--- src/sv/brr_block_sample_decoder_top_defines.svh ---
// ----------------------------------------------------------------------------
// brr decoder assertion macros
// shared check forms, clocked on clk and held off during rst
// ----------------------------------------------------------------------------
`ifndef BRR_BLOCK_SAMPLE_DECODER_TOP_DEFINES_SVH
`define BRR_BLOCK_SAMPLE_DECODER_TOP_DEFINES_SVH

// condition in a cycle implies a consequence in the same cycle
`define BRR_ASSERT_NOW(lbl, ante, cons) \
  lbl: assert property (@(posedge clk) disable iff (rst) (ante) |-> (cons)) \
    else $error("brr decoder check failed");

// condition in a cycle implies a consequence in the next cycle
`define BRR_ASSERT_NEXT(lbl, ante, cons) \
  lbl: assert property (@(posedge clk) disable iff (rst) (ante) |=> (cons)) \
    else $error("brr decoder check failed");

`endif

--- src/sv/brr_pkg.sv ---
// ----------------------------------------------------------------------------
// brr_pkg
// shared types, constants and filter coefficient tables of the brr decoder
// ----------------------------------------------------------------------------
`default_nettype none

package brr_pkg;

  localparam int SAMPLE_W = 16;
  localparam int POS_W    = 4;
  localparam int SHIFT_W  = 4;
  localparam int NIB_W    = 4;
  localparam int COEF_W   = 7;
  // product of a coefficient (sign bit added) and a sample
  localparam int PROD_W   = COEF_W + 1 + SAMPLE_W;
  // scaled nibble in 1/64 units: -8 << 21 at most
  localparam int SCALE_W  = 25;
  localparam int FRAC_W   = 6;
  localparam int ACC_W    = 27;
  localparam int QUOT_W   = ACC_W - FRAC_W;

  // block positions
  localparam logic [POS_W-1:0] POS_HEADER    = 4'd0;
  localparam logic [POS_W-1:0] POS_FIRST     = 4'd1;
  localparam logic [POS_W-1:0] POS_LAST_DATA = 4'd8;

  // prediction filters
  typedef enum logic [1:0] {
    FILTER_NONE  = 2'd0,
    FILTER_ONE   = 2'd1,
    FILTER_TWO   = 2'd2,
    FILTER_THREE = 2'd3
  } filter_t;

  // one decoded result
  typedef struct packed {
    logic signed [SAMPLE_W-1:0] sample;
    logic                       last_of_byte;
    logic                       end_of_block;
  } result_t;

  // core status seen by the top level
  typedef struct packed {
    logic busy;
    logic second_half;
  } core_status_t;

  // weight of the last sample in 1/64 units
  function automatic logic [COEF_W-1:0] coef_last(input filter_t f);
    logic [COEF_W-1:0] c;
    unique case (f)
      FILTER_NONE:  c = 7'd0;
      FILTER_ONE:   c = 7'd60;
      FILTER_TWO:   c = 7'd122;
      FILTER_THREE: c = 7'd115;
      default:      c = 7'd0;
    endcase
    return c;
  endfunction

  // weight of the older sample in 1/64 units, subtracted
  function automatic logic [COEF_W-1:0] coef_older(input filter_t f);
    logic [COEF_W-1:0] c;
    unique case (f)
      FILTER_NONE:  c = 7'd0;
      FILTER_ONE:   c = 7'd0;
      FILTER_TWO:   c = 7'd60;
      FILTER_THREE: c = 7'd52;
      default:      c = 7'd0;
    endcase
    return c;
  endfunction

endpackage

`default_nettype wire

--- src/sv/brr_block_sample_decoder_top.sv ---
// ----------------------------------------------------------------------------
// brr_block_sample_decoder_top
// byte-serial decoder of 9-byte bit-rate-reduced adpcm blocks
// ----------------------------------------------------------------------------
// Takes one byte per transfer: a header (shift in bits 7-4, filter in bits
// 3-2) and then eight data bytes, each giving two signed 16-bit samples, high
// nibble first. A header passes through the input stage and yields nothing;
// a data byte stays there for both samples, which go one after the other
// through the single predictor whose history feeds back after each sample.
// The rate is one sample per cycle during data bytes while the output is
// not stalled. A sample enters the output register when it is taken, and
// the next byte is taken while a result waits. new_stream with a byte
// clears the history and starts a new block at that byte.
`default_nettype none
`include "brr_block_sample_decoder_top_defines.svh"

module brr_block_sample_decoder_top (
  input  wire logic                                clk,
  input  wire logic                                rst,
  input  wire logic                                in_valid,
  output logic                                     in_ready,
  input  wire logic [7:0]                          data_byte,
  input  wire logic                                new_stream,
  output logic                                     out_valid,
  input  wire logic                                out_ready,
  output logic signed [brr_pkg::SAMPLE_W-1:0]      sample,
  output logic                                     last_of_byte,
  output logic                                     end_of_block
);

  logic                  res_valid;
  brr_pkg::result_t      res;
  brr_pkg::core_status_t status;
  logic                  out_space;

  // output register frees when empty or taken
  assign out_space = !out_valid || out_ready;

  brr_core u_core (
    .clk        (clk),
    .rst        (rst),
    .in_valid   (in_valid),
    .in_ready   (in_ready),
    .data_byte  (data_byte),
    .new_stream (new_stream),
    .res_take   (out_space),
    .res_valid  (res_valid),
    .res        (res),
    .status     (status)
  );

  // output register control
  always_ff @(posedge clk) begin
    if (rst) begin
      out_valid <= 1'b0;
    end else if (res_valid && out_space) begin
      out_valid <= 1'b1;
    end else if (out_ready) begin
      out_valid <= 1'b0;
    end
  end

  // output register payload
  always_ff @(posedge clk) begin
    if (res_valid && out_space) begin
      sample       <= res.sample;
      last_of_byte <= res.last_of_byte;
      end_of_block <= res.end_of_block;
    end
  end

  // checks
  `BRR_ASSERT_NOW(a_idle_ready, !status.busy, in_ready)
  `BRR_ASSERT_NOW(a_half_busy, status.second_half, status.busy)
  `BRR_ASSERT_NOW(a_end_is_last, out_valid && end_of_block, last_of_byte)
  `BRR_ASSERT_NEXT(a_half_clears, res_valid && out_space && status.second_half, !status.second_half)

endmodule

`default_nettype wire

--- src/sv/brr_calc.sv ---
// ----------------------------------------------------------------------------
// brr_calc
// one sample: scaled nibble plus filter prediction, truncated and saturated
// ----------------------------------------------------------------------------
`default_nettype none

module brr_calc (
  input  wire logic [brr_pkg::NIB_W-1:0]           nibble,
  input  wire logic [brr_pkg::SHIFT_W-1:0]         shift_amount,
  input  wire brr_pkg::filter_t                     filter_select,
  input  wire logic signed [brr_pkg::SAMPLE_W-1:0] last_sample,
  input  wire logic signed [brr_pkg::SAMPLE_W-1:0] older_sample,
  output logic signed [brr_pkg::SAMPLE_W-1:0]      sample
);

  logic signed [brr_pkg::NIB_W-1:0]    nib_s;
  logic signed [brr_pkg::SCALE_W-1:0]  scaled;
  logic signed [brr_pkg::COEF_W:0]     ca;
  logic signed [brr_pkg::COEF_W:0]     cb;
  logic signed [brr_pkg::PROD_W-1:0]   pa;
  logic signed [brr_pkg::PROD_W-1:0]   pb;
  logic signed [brr_pkg::ACC_W-1:0]    acc;
  logic signed [brr_pkg::ACC_W-1:0]    bias;
  logic signed [brr_pkg::ACC_W-1:0]    shifted;
  logic signed [brr_pkg::QUOT_W-1:0]   quot;
  logic [brr_pkg::SHIFT_W:0]           total_shift;

  // nibble scaled into 1/64 units
  assign nib_s       = $signed(nibble);
  assign total_shift = {1'b0, shift_amount} + 5'(brr_pkg::FRAC_W);
  assign scaled      = brr_pkg::SCALE_W'(nib_s) <<< total_shift;

  // prediction products
  assign ca = $signed({1'b0, brr_pkg::coef_last(filter_select)});
  assign cb = $signed({1'b0, brr_pkg::coef_older(filter_select)});
  assign pa = ca * last_sample;
  assign pb = cb * older_sample;

  // exact sum, then truncate toward zero
  assign acc     = brr_pkg::ACC_W'(scaled) + brr_pkg::ACC_W'(pa) - brr_pkg::ACC_W'(pb);
  assign bias    = acc[brr_pkg::ACC_W-1] ? brr_pkg::ACC_W'(63) : '0;
  assign shifted = (acc + bias) >>> brr_pkg::FRAC_W;
  assign quot    = shifted[brr_pkg::QUOT_W-1:0];

  // saturate to signed 16 bits
  always_comb begin
    if (quot > brr_pkg::QUOT_W'(32767)) begin
      sample = 16'sh7fff;
    end else if (quot < -brr_pkg::QUOT_W'(32768)) begin
      sample = 16'sh8000;
    end else begin
      sample = quot[brr_pkg::SAMPLE_W-1:0];
    end
  end

endmodule

`default_nettype wire

--- src/sv/brr_core.sv ---
// ----------------------------------------------------------------------------
// brr_core
// input byte register, block position, header fields and sample history
// ----------------------------------------------------------------------------
`default_nettype none

module brr_core (
  input  wire logic                         clk,
  input  wire logic                         rst,
  input  wire logic                         in_valid,
  output logic                              in_ready,
  input  wire logic [7:0]                   data_byte,
  input  wire logic                         new_stream,
  input  wire logic                         res_take,
  output logic                              res_valid,
  output brr_pkg::result_t                  res,
  output brr_pkg::core_status_t             status
);

  logic                                stage_valid;
  logic [7:0]                          stage_byte;
  logic                                stage_fresh;
  logic                                phase;
  logic [brr_pkg::POS_W-1:0]           byte_position;
  logic [brr_pkg::SHIFT_W-1:0]         shift_amount;
  brr_pkg::filter_t                    filter_select;
  logic signed [brr_pkg::SAMPLE_W-1:0] last_sample;
  logic signed [brr_pkg::SAMPLE_W-1:0] older_sample;

  logic [brr_pkg::POS_W-1:0]           pos_eff;
  logic                                is_header;
  logic                                in_xfer;
  logic                                res_xfer;
  logic                                stage_done;
  logic [brr_pkg::NIB_W-1:0]           nibble;
  logic signed [brr_pkg::SAMPLE_W-1:0] new_sample;

  // a fresh stream always starts at a header
  assign pos_eff   = stage_fresh ? brr_pkg::POS_HEADER : byte_position;
  assign is_header = (pos_eff == brr_pkg::POS_HEADER) || (pos_eff > brr_pkg::POS_LAST_DATA);

  // handshake and stage progress
  assign res_valid  = stage_valid && !is_header;
  assign res_xfer   = res_valid && res_take;
  assign stage_done = stage_valid && (is_header || (res_xfer && phase));
  assign in_ready   = !stage_valid || stage_done;
  assign in_xfer    = in_valid && in_ready;

  // high nibble first
  assign nibble = phase ? stage_byte[3:0] : stage_byte[7:4];

  brr_calc u_calc (
    .nibble        (nibble),
    .shift_amount  (shift_amount),
    .filter_select (filter_select),
    .last_sample   (last_sample),
    .older_sample  (older_sample),
    .sample        (new_sample)
  );

  // result toward the output register
  assign res.sample       = new_sample;
  assign res.last_of_byte = phase;
  assign res.end_of_block = phase && (byte_position == brr_pkg::POS_LAST_DATA);

  assign status.busy        = stage_valid;
  assign status.second_half = phase;

  // input stage payload
  always_ff @(posedge clk) begin
    if (in_xfer) begin
      stage_byte <= data_byte;
    end
  end

  // stage control, block state and history
  always_ff @(posedge clk) begin
    if (rst) begin
      stage_valid   <= 1'b0;
      stage_fresh   <= 1'b0;
      phase         <= 1'b0;
      byte_position <= brr_pkg::POS_HEADER;
      shift_amount  <= '0;
      filter_select <= brr_pkg::FILTER_NONE;
      last_sample   <= '0;
      older_sample  <= '0;
    end else begin
      if (in_xfer) begin
        stage_valid <= 1'b1;
        stage_fresh <= new_stream;
      end else if (stage_done) begin
        stage_valid <= 1'b0;
      end

      if (stage_valid && is_header) begin
        shift_amount  <= stage_byte[7:4];
        filter_select <= brr_pkg::filter_t'(stage_byte[3:2]);
        byte_position <= brr_pkg::POS_FIRST;
        if (stage_fresh) begin
          last_sample  <= '0;
          older_sample <= '0;
        end
      end else if (res_xfer) begin
        older_sample <= last_sample;
        last_sample  <= new_sample;
        phase        <= !phase;
        if (phase) begin
          byte_position <= (byte_position == brr_pkg::POS_LAST_DATA) ?
                           brr_pkg::POS_HEADER : byte_position + 4'd1;
        end
      end
    end
  end

endmodule

`default_nettype wire

--- config.mk ---
export PLATFORM = sky130hd
export DESIGN_NAME = brr_block_sample_decoder_top
export DESIGN_NICKNAME = d
export VERILOG_FILES = /design/src/sv/brr_pkg.sv /design/src/sv/brr_block_sample_decoder_top.sv /design/src/sv/brr_calc.sv /design/src/sv/brr_core.sv
export VERILOG_INCLUDE_DIRS = /design/src /design/src/sv
export SDC_FILE = /design/constraint.sdc
export NUM_CORES = 1
export LEC_CHECK = 0
export BUFFER_PORTS_ARGS = -buffer_cell sky130_fd_sc_hd__buf_2
export CAP_MARGIN = 5
export CORE_MARGIN = 2
export CORE_UTILIZATION = 32
export CTS_BUF_LIST = sky130_fd_sc_hd__clkbuf_4
export DETAILED_ROUTE_END_ITERATION = 7
export SETUP_SLACK_MARGIN = 0.02
export SLEW_MARGIN = 5
export SYNTH_ARGS = -nofsm -noshare
export SYNTH_HDL_FRONTEND = slang
export SYNTH_SLANG_ARGS = --single-unit
--- constraint.sdc ---
create_clock -name clk -period 11.5 [get_ports clk]
set_input_delay 2.3 -clock clk [delete_from_list [all_inputs] [get_ports clk]]
set_output_delay 2.3 -clock clk [all_outputs]
set_load 0.02 [all_outputs]
; ---- Word-level counts from Yosys, hierarchy flattened
; Cells that the tools add are included.
[op_classes]
addsub = 5
mul = 2
n_lt_le_gt_ge = 3
eq_ne = 5
shift = 1
n_mux = 20
bitwise = 1
n_reduce_logical = 27
[op_table]
columns = operator, count
row1 = 2-to-1 mux 16 bit, 7
row2 = multiplier 8 x 16 -> 24 bit, 2
row3 = case mux 7 bit (4 select lines), 1
row4 = adder 27 x 7 -> 27 bit, 1
row5 = subtractor 26 x 24 -> 27 bit, 1
row6 = adder 25 x 24 -> 26 bit, 1
row7 = <<< shifter 4 x 5 -> 25 bit, 1
row8 = greater-than comparator 21 x 16 -> 1 bit (second input constant), 1
row9 = < comparator 21 x 16 -> 1 bit (second input constant), 1
row10 = case mux 7 bit (3 select lines), 1
row11 = 2-to-1 mux 4 bit, 3
row12 = AND reduction 2 bit, 4
row13 = nonzero test 2 bit, 4
row14 = logical AND 1 bit, 7
row15 = 2-to-1 mux 1 bit, 7
row16 = 2-to-1 mux 6 bit, 1
row17 = adder 4 x 3 -> 5 bit (second input constant), 1
row18 = adder 4 x 1 -> 4 bit (second input constant), 1
row19 = == test 2 bit (second input constant), 2
row20 = == test 4 bit (second input constant), 1
row21 = greater-than comparator 4 bit (second input constant), 1
row22 = logical NOT 1 bit, 4
row23 = logical NOT 4 bit, 1
row24 = logical OR 1 bit, 4
row25 = other kinds (5), 6
[word_totals]
reg_bits = 72

; ---- Depth between registers and ports, before layout
; Gate-level depths: netlist of run 1.
[depth]
ltp_word = 12
mapped_depth = 37
mapped_depth_nobuf = 32

; ---- By module
; Synthesis of run 1 repeated with hierarchy kept, for this count alone.
[hier_totals]
cells_unflattened = 1316
area_unflattened_um2 = 11982.7
[by_module_without_submodules]
columns = mod, n_inst, cells_per_inst, area_per_inst_um2, seq_area_each_um2
row1 = brr_calc, 1, 1111, 9318.9, 0.0
row2 = brr_core, 1, 182, 2068.2, 1141.1
row3 = brr_block_sample_decoder_top, 1, 23, 595.6, 560.5

; ---- Worst setup path after synthesis of run 1
; No wires, ideal clock.
[synth_path]
path_type = flip-flop to flip-flop
startpoint = register u_core.filter_select[1]
endpoint = register sample[10] in the netlist's numbering, data pin
setup_ns = 0.270
t_arrival_ns = 8.775
required_ns = 11.230
slack_ns = 2.455
path_stages_with_launch = 34
synth_period_minus_slack_ns = 9.045
path_cell_list = dfxtp_1 > clkbuf_1 > clkbuf_1 > inv_1 > ha_1 > clkbuf_1 > nand2_1 > fa_1 > inv_1 > fa_1 > fa_1 > fa_1 > fa_1 > inv_1 > fa_1 > inv_1 > ha_1 > clkbuf_1 > and4_1 > and3_1 > o2111ai_1 > a211o_1 > a211oi_2 > ha_1 > a21oi_1 > and4b_1 > o21ai_0 > nor4bb_1 > nand4_1 > and4b_1 > a31oi_1 > a21oi_2 > clkbuf_1 > o21ai_0
[synth_lines]
columns = item, line_no
row1 = "start, declared", brr_core.sv:26  ; brr_pkg::filter_t filter_select;
row2 = "start signal, assigned", brr_core.sv:84  ; filter_select <= brr_pkg::FILTER_NONE;
row3 = "start signal, assigned", brr_core.sv:97  ; filter_select <= brr_pkg::filter_t'(stage_byte[3:2]);
row4 = "end signal, assigned", brr_block_sample_decoder_top.sv:66  ; sample <= res.sample;
row5 = "end, declared", brr_block_sample_decoder_top.sv:26  ; output logic signed [brr_pkg::SAMPLE_W-1:0] sample,

==> results of run 1 <==
[layout by cell type, fill, tap and decap left out, types with 6 or more instances in the layout]
cell type,synthesis,routed
o211ai_1,11,11
a21oi_1,44,44
nor3_1,14,14
edfxtp_1,26,26
nand3_1,18,18
nand2_1,145,145
fa_1,188,188
a22oi_1,19,19
and4_1,6,6
nand2b_1,22,22
buf_2,7,32
nor2_1,62,62
nor2b_1,8,8
a21o_1,12,12
dfxtp_1,46,46
xor2_1,13,13
mux2i_1,13,13
xnor2_1,19,19
nand4_1,8,8
o311ai_1,13,13
and2_1,22,22
ha_1,119,119
inv_1,341,341
o21ai_0,54,54
clkbuf_4,0,9
[cells in the mapped netlist, types with 6 or more instances]
cell	n	area [µm²]
nor2_1	62	233
nand3_1	18	90.1
ha_1	119	1490
nand2b_1	22	138
mux2i_1	13	130
fa_1	188	3760
nand4_1	8	50.1
edfxtp_1	26	781
nor2b_1	8	50.1
buf_2	7	35.0
clkbuf_1	38	143
dfxtp_1	46	921
and3_1	6	37.5
xor2_1	13	114
a21oi_1	44	220
a22oi_1	19	143
a21o_1	12	90.1
nor3_1	14	70.1
o211ai_1	11	82.6
and4_1	6	52.6
o311ai_1	13	114
and2_1	22	138
nand2_1	145	544
xnor2_1	19	166
o21ai_0	54	270
inv_1	341	1280
[cell families after synthesis]
family,synth area share [%]
XOR/XNOR,2.31
buffers and inverters,12.3
multiplexers,1.72
flip-flops,14.0
AO/OA/AOI/OAI,12.5
AND/OR/NAND/NOR,13.9
adder cells (fa/ha/maj),43.2
[flip-flops by register name, summed over array words and instances (netlist names)]
| signal | count |
|---|---|
| sample | 16 |
| u_core.last_sample | 16 |
| u_core.older_sample | 16 |
| u_core.stage_byte | 8 |
| u_core.byte_position | 4 |
| u_core.shift_amount | 4 |
| u_core.filter_select | 2 |
| end_of_block | 1 |
| last_of_byte | 1 |
| out_valid | 1 |
| u_core.phase | 1 |
| u_core.stage_fresh | 1 |
| u_core.stage_valid | 1 |
[path summary, 6_finish.rpt]
path,startpoint,endpoint,slack [ps],cells after the start
worst max register to register,u_core.filter_select[1],sample[4],1260,31
worst max-delay path,u_core.filter_select[1],sample[4],1260,31
worst min register to register,out_valid,out_valid,510,2
worst min-delay path,out_valid,out_valid,510,2
[per-layer routing]
layer  global-route usage (%)  routed length [µm]  vias to the layer above
met5                        0                   0                        -
met4                     6.80                1170                        0
met3                     2.95                1390                       57
met2                     29.0               15300                      215
met1                     20.8               13200                     4704
li1                         -                   -                     4415
[power breakdown]
group | switching [µW] | leakage, µW | internal (µW)
Sequential | 35.5 | 0.000615 | 333
Combinational | 1770 | 0.00555 | 968
Clock | 114 | 0.0000911 | 90.7
Total | 1920 | 0.00626 | 1390
[critical path, delay by kind of cell (launching register included)]
| kind | cells | cell delay, ps |
|---|---|---|
| AND/OR/NAND/NOR | 5 | 1410 |
| flip-flops | 1 | 350 |
| AO/OA/AOI/OAI | 10 | 2880 |
| buffers and inverters | 7 | 990 |
| adder cells (fa/ha/maj) | 9 | 4320 |
[metrics by stage]
step | power, µW | util (%) | setup WS (ps) | cells
floorplan | 2410 | - | 2460 | 1384
global placement | 3040 | 34.1 | 1630 | 1882
detailed placement | 3070 | 34.1 | 1360 | 1882
CTS | 3290 | 34.5 | 1300 | 1898
global route | 3620 | 34.5 | 600 | 1899
finish | 3310 | 34.5 | 1260 | 1899
[layout make-up]
| class | count | area share, % |
|---|---|---|
| Clock inverter | 7 | 0.803 |
| Sequential cell | 72 | 13.2 |
| Inverter | 341 | 9.89 |
| Timing Repair Buffer | 37 | 1.53 |
| Antenna cell | 1 | 0.0193 |
| Clock buffer | 9 | 0.522 |
| Tap cell | 511 | 4.94 |
| Multi-Input combinational cell | 921 | 69.1 |
==> results.ini, run 1 <==
[synthesis]
syn_area_mm2=0.0121
synth_seq_cells=72
syn_inst=1384
synth.net_count=1704
synth.distinct_cells=82
ys_seq_area_share_pct=14.0
synth.avg_cell_area_um2=8.78
synth_ff_type=dfxtp_1
synth_edf_count=26
ys.warnings.count=0
synthArstFlopShare_pct=0

[setup_path]
start_kind=register
cpMaxStageDelayCell=ha_1
max_stage_delay_ps=760
end_kind=register
crit_arrival_ps=10450
crit_path_max_fanout=39
crit_required_ps=11710
criticalPathCategory=register to register

[cts]
htree_levels=3
cts.sinks=72
cts_buffers=9
cts_buffer_depth=2
post_cts_resized=0
path_clk_slew_ps=140
root_buffer=clkbuf_4
tritoncts=done
worstSkewPairLatency_ps=490
cts_setup_buffers=0
cts_hold_buf=0

[timing]
worstMarginPinSlew_ps=966
drv_slew=0
clock_skew_ps=24.2
rsz0062_at_grt=no
holdWs_ps=506
fin_crit_ps=10240
hold_violations=0
layout_worst_path_cycle_share_pct=89.0
timing.slew.headroom_pct=35.2
fin_tns_setup_ps=0
timing.fmax_mhz=97.7
setup_viol=0

[floorplanning]
start_util_pct=32.4
die_height_um=199
coreArea_mm2=0.0375
io_pins=33
die_area_mm2=0.0395
num_rows=71
die_x_um=199

[layout]
nFillCells=3930
finalInstanceArea_mm2=0.0129
seqCellArea_mm2=0.00170
multi_input_area_mm2=0.00895
final_nets=1702
area_growth_pct=6.52
drive_gt1_share_pct=5.98

[routing]
firstDrtPassIters=5
wire_per_inst_um=16.4
wirelength_um=31100
drc=0
drtIter0Drc=597
num_vias=9391
vias_per_cell=4.95
ant_nets=0

[placed_design]
gp_congestion=0.905
dpl_cell_area_mm2=0.0128
place_hpwl_um=25900
numPortBuffers=32

[global_routing]
grt_overflow=0
grt_pass1_wl_um=51400
grt_antenna_before_repair=1
grt_max_degree=43
gr-usage-all-layers_pct=16.8
grt_pass1_vias=9808

[run_status]
status=completed

[worst_hold_path]
min_path_type=register to register

[power]
leakage_uw=0.00626
ir_worst_vdd_mv=0.168
cellPowerDensity_mw_per_mm2=256

[run]
max-cap-violations=0

Note: power is estimated with default switching activity, not from simulation.
==> inputs of run 2 (changes only) <==
==> constraint.sdc (replaced) <==
create_clock -name clk -period 13 [get_ports clk]
set_input_delay 2.6 -clock clk [delete_from_list [all_inputs] [get_ports clk]]
set_output_delay 2.6 -clock clk [all_outputs]
set_load 0.02 [all_outputs]
==> run 2 against run 1 <==
Net effect: final cell count unchanged; wire length decreased by 0.54%; sequential share of layout area about the same; clock-buffer cell count unchanged; largest power group unchanged; worst setup slack improved by 1600 ps; design area decreased by 0.34%; global-route usage decreased by 0.060 points; critical path type unchanged; combinational power decreased by 12%; critical path depth unchanged.
==> results.ini, run 2 (synthesis gave the netlist of run 1 again) <==
[timing]
fin_tns_setup_ps=0
setup_viol=0
layout_worst_path_cycle_share_pct=77.7
drv_slew=0
fin_crit_ps=10100
timing.fmax_mhz=99.0
worstMarginPinSlew_ps=931
timing.slew.headroom_pct=37.5
clock_skew_ps=33.3
rsz0062_at_grt=no
hold_violations=0

[cts]
cts_hold_buf=0
root_buffer=clkbuf_4
cts_buffers=9
cts.sinks=72
cts_buffer_depth=2
cts_setup_buffers=0
path_clk_slew_ps=170
post_cts_resized=0
tritoncts=done
htree_levels=3
worstSkewPairLatency_ps=480

[worst_hold_path]
min_path_type=register to register
hp-start=u_core.stage_valid
whs_endpoint=out_valid
holdPathStages=2

[setup_path]
end_kind=register
criticalPathCategory=register to register
r2r-start=u_core.filter_select[1]
max_stage_delay_ps=710
cpMaxStageDelayCell=ha_1
rrSetupSlack_ps=2900
worstRegToRegCells=31
r2r-end=sample[4]
crit_path_max_fanout=39
start_kind=register
crit_arrival_ps=10290
crit_required_ps=13190

[power]
internal_power_uw=1190
power_uw=2880
leakage_uw=0.00624
power_frac_comb_pct=83.4
cellPowerDensity_mw_per_mm2=223
clockPowerShare_pct=5.2
ir_worst_vdd_mv=0.132
seq_power_share_pct=11.4
p_switching_uw=1680
p_sw_share_pct=58.5

[placed_design]
numPortBuffers=32
gp_congestion=0.905
place_hpwl_um=25900

[floorplanning]
start_util_pct=32.4
coreArea_mm2=0.0375
die_x_um=199
die_area_mm2=0.0395
num_rows=71
die_height_um=199
io_pins=33

[routing]
ant_nets=0
wirelength_um=30900
wire_per_inst_um=16.3
num_vias=9346
vias_per_cell=4.92
firstDrtPassIters=5
drc=0
drtIter0Drc=653

[layout]
final_nets=1702
drive_gt1_share_pct=5.98
layout_commonest_cell=inv_1
area_growth_pct=6.16
layout_common_cells=inv_1, fa_1, nand2_1
largest_registers=sample x16, u_core.last_sample x16, u_core.older_sample x16

[global_routing]
grt_antenna_before_repair=1
grt_pass1_vias=9843
grt_max_degree=43
gr-usage-all-layers_pct=16.8
grt_pass1_wl_um=51700
grt_overflow=0

[run]
max-cap-violations=0

[run_status]
status=completed

## run 2: routing by layer
layer  GRT usage (%)  vias to the layer above  wire length, µm
li1                -                     4420                -
met1            21.5                     4624            13600
met2            28.9                      237            14900
met3            1.83                       65             1150
met4            6.66                        0             1230
met5               0                        -                0
## run 2: per-stage QoR
step	util (%)	hold slack, ps	area, µm²	setup WS [ps]	std cells
after detailed placement	34.1	497	12800	3070	1882
after global routing	34.4	557	12900	2410	1899
after floorplan	-	471	12100	3960	1384
after global placement	34.1	478	12800	3410	1882
final	34.4	510	12900	2900	1899
after CTS	34.4	508	12900	3030	1898
## run 2: worst max path at each step
stage / from / end / slack, ps / cells after the start
floorplan: u_core.filter_select[1] / sample[10] / 3960 / 33
global placement: u_core.filter_select[1] / sample[1] / 3410 / 31
detailed placement: u_core.filter_select[1] / sample[7] / 3070 / 31
CTS: u_core.filter_select[1] / sample[4] / 3030 / 31
global route: u_core.filter_select[0] / sample[4] / 2410 / 29
finish: u_core.filter_select[1] / sample[4] / 2900 / 31
## run 2: worst max-delay path: cells and delay by family, from the launching register on
family	cells	cell delay, ps
fa+ha+maj	9	4260
compound gates	10	2690
simple gates	5	1490
buf+inv	7	1010
flops	1	370
## run 2: final cells by class
class	count	area, µm²
inverters	341	1280
repair buffers	37	198
flip-flops and latches	72	1700
clock inverters	7	60.1
fillers	3923	24600
well taps	511	639
diodes	1	2.50
multi-input cells	921	8950
clock buffers	9	67.6
## run 2: power by group through the flow
stage	combinational, µW	clock [µW]	sequential (µW)
after global routing	2670	165	329
final	2400	151	327
after floorplan	1810	0	322
after detailed placement	2360	0	332
after CTS	2370	156	327
after global placement	2340	0	331
==> inputs of run 3 (changes only) <==
--- a/config.mk
+++ b/config.mk
@@ -6,6 +6,7 @@
 export SDC_FILE = /design/constraint.sdc
 export NUM_CORES = 1
 export LEC_CHECK = 0
+export ABC_AREA = 1
 export BUFFER_PORTS_ARGS = -buffer_cell sky130_fd_sc_hd__buf_2
 export CAP_MARGIN = 5
 export CORE_MARGIN = 2
==> constraint.sdc (replaced) <==
create_clock -name clk -period 8.2 [get_ports clk]
set_input_delay 1.64 -clock clk [delete_from_list [all_inputs] [get_ports clk]]
set_output_delay 1.64 -clock clk [all_outputs]
set_load 0.02 [all_outputs]
==> run 3 against run 2 <==
Net effect: synthesized cell count is 20% higher; worst setup slack lost 2400 ps; wire length increased by 5.0%; clock-buffer cell count is 1 higher; non-clock buffer count grew 14; register-to-register slack lost 2400 ps.
==> results.ini, run 3 <==
[synthesis]
synth_ff_type=dfxtp_1
synth.avg_cell_area_um2=7.54
synth_edf_count=26
synth_seq_cells=72
post-synth-top-count-cell=inv_1
ys.warnings.count=0
synth_top_area_share_pct=30.1
synth.distinct_cells=48
netlist_top_cells_area=fa_1, inv_1, ha_1
synthArstFlopShare_pct=0
syn_inst=1656
yosysTopAreaCell=fa_1
synth.net_count=1976
ys_seq_area_share_pct=13.6
syn_area_mm2=0.0125
synthTopCellsByCount=inv_1, nand2_1, fa_1

[setup_path]
r2r-start=u_core.filter_select[1]
crit_arrival_ps=8160
worstRegToRegCells=41
cp-startpoint=u_core.filter_select[1]
end_kind=register
cpMaxStageDelayCell=fa_1
start_kind=register
max_stage_delay_ps=550
criticalPathCategory=register to register
cpMostUsedCell=inv_1
crit_required_ps=8610
crit_path_max_fanout=15

[floorplanning]
die_x_um=202
io_pins=33
die_area_mm2=0.0406
coreArea_mm2=0.0386
num_rows=72
die_height_um=202
start_util_pct=32.4

[layout]
nFillCells=4087
drive_gt1_share_pct=7.99
multi_input_area_mm2=0.00889
largest_registers=sample x16, u_core.last_sample x16, u_core.older_sample x16
area_growth_pct=8.25
layout_commonest_cell=inv_1
seqCellArea_mm2=0.00170
layout_common_cells=inv_1, nand2_1, fa_1
final_nets=2005

[routing]
wire_per_inst_um=14.7
drtIter0Drc=699
wirelength_um=32400
ant_nets=0
firstDrtPassIters=7
drc=0
num_vias=10021
vias_per_cell=4.54

[timing]
fin_crit_ps=7740
timing.fmax_mhz=129
timing.slew.headroom_pct=29.8
drv_slew=0
layout_worst_path_cycle_share_pct=94.4
fin_tns_setup_ps=0
rsz0062_at_grt=no
setup_viol=0
worstMarginPinSlew_ps=1050
clock_skew_ps=17.8
hold_violations=0

[placed_design]
place_hpwl_um=28100
gp_congestion=0.895
numPortBuffers=32

[cts]
cts_buffer_depth=2
htree_levels=3
cts.sinks=72
tritoncts=done
path_clk_slew_ps=140
root_buffer=clkbuf_4
cts_buffers=9
worstSkewPairLatency_ps=490

[global_routing]
grt_pass1_vias=9953
grt_overflow=0
grt_max_degree=51
grt_pass1_wl_um=52500
gr-usage-all-layers_pct=16.5
grt_antenna_before_repair=1

[worst_hold_path]
holdPathStages=2
min_path_type=register to register
hp-start=u_core.older_sample[12]

[run]
max-cap-violations=0

[run_status]
status=completed

==> run 3: changes by cell type in the layout (fill, tap and decap cells not counted), sizes merged, moves of 22 or more <==
cell / previous run / this run
and2: 25 / 0
a21oi: 45 / 72
nand2b: 22 / 0
nand2: 145 / 423
nand3: 20 / 54
nor2: 62 / 97
inv: 346 / 473
==> run 3: final timing paths <==
kind	to	slack, ps
setup reg to reg	u_core.last_sample[5]	460
hold reg to reg	u_core.older_sample[12]	490
hold / removal	u_core.older_sample[12]	490
setup / recovery	u_core.last_sample[5]	460
==> run 3: layer usage <==
layer	global-route usage [%]	vias up	routed length [µm]
met5	0	-	0
met2	28.5	255	15900
met1	22.2	4774	14600
met3	1.23	33	1380
li1	-	4959	-
met4	4.36	0	619
==> run 3: timing repair <==
item	CTS	global route
endpoints found under the hold margin	0	0
setup buffers	0	1
gates resized for setup	0	13
endpoints found under the setup margin	0	30
hold buffers	0	0
==> run 3: area by class of cell <==
| class | count | share of cell area, % |
|---|---|---|
| repair buffers | 51 | 2.33 |
| well taps | 518 | 4.80 |
| multi-input cells | 1076 | 65.8 |
| diodes | 1 | 0.0185 |
| flip-flops and latches | 72 | 12.6 |
| inverters | 475 | 13.2 |
| clock inverters | 6 | 0.685 |
| clock buffers | 10 | 0.556 |
==> run 3: metrics by stage <==
step / cells / hold slack [ps] / setup WS [ps] / util [%] / instance area (µm²)
CTS: 2207 / 493 / 113 / 34.9 / 13400
detailed placement: 2191 / 472 / 168 / 34.4 / 13300
floorplan: 1656 / 454 / 665 / - / 12500
finish: 2209 / 490 / 455 / 35.0 / 13500
global route: 2209 / 519 / 5.82 / 35.0 / 13500
global placement: 2191 / 464 / 374 / 34.4 / 13300
==> run 3: logic make-up after synthesis <==
group                      synth area share [%]
and+or+nand+nor                            21.0
buffers and inverters                      15.5
adders and majority gates                  42.1
AOI/OAI and AO/OA                          5.85
DFF                                        13.6
xor gates and xnor gates                   1.81
muxes                                     0.160
==> run 3: critical path: cells and delay by family, from the launching register on <==
kind            cells  cell delay (ps)
compound gates      3              420
fa+ha+maj           9             4010
buf+inv             9              850
flops               1              370
simple gates       20             2010
Power of run 3 is left out: the tool's default activity adds up to more than one toggle a clock period on the data nets, which glitch-free logic cannot reach.
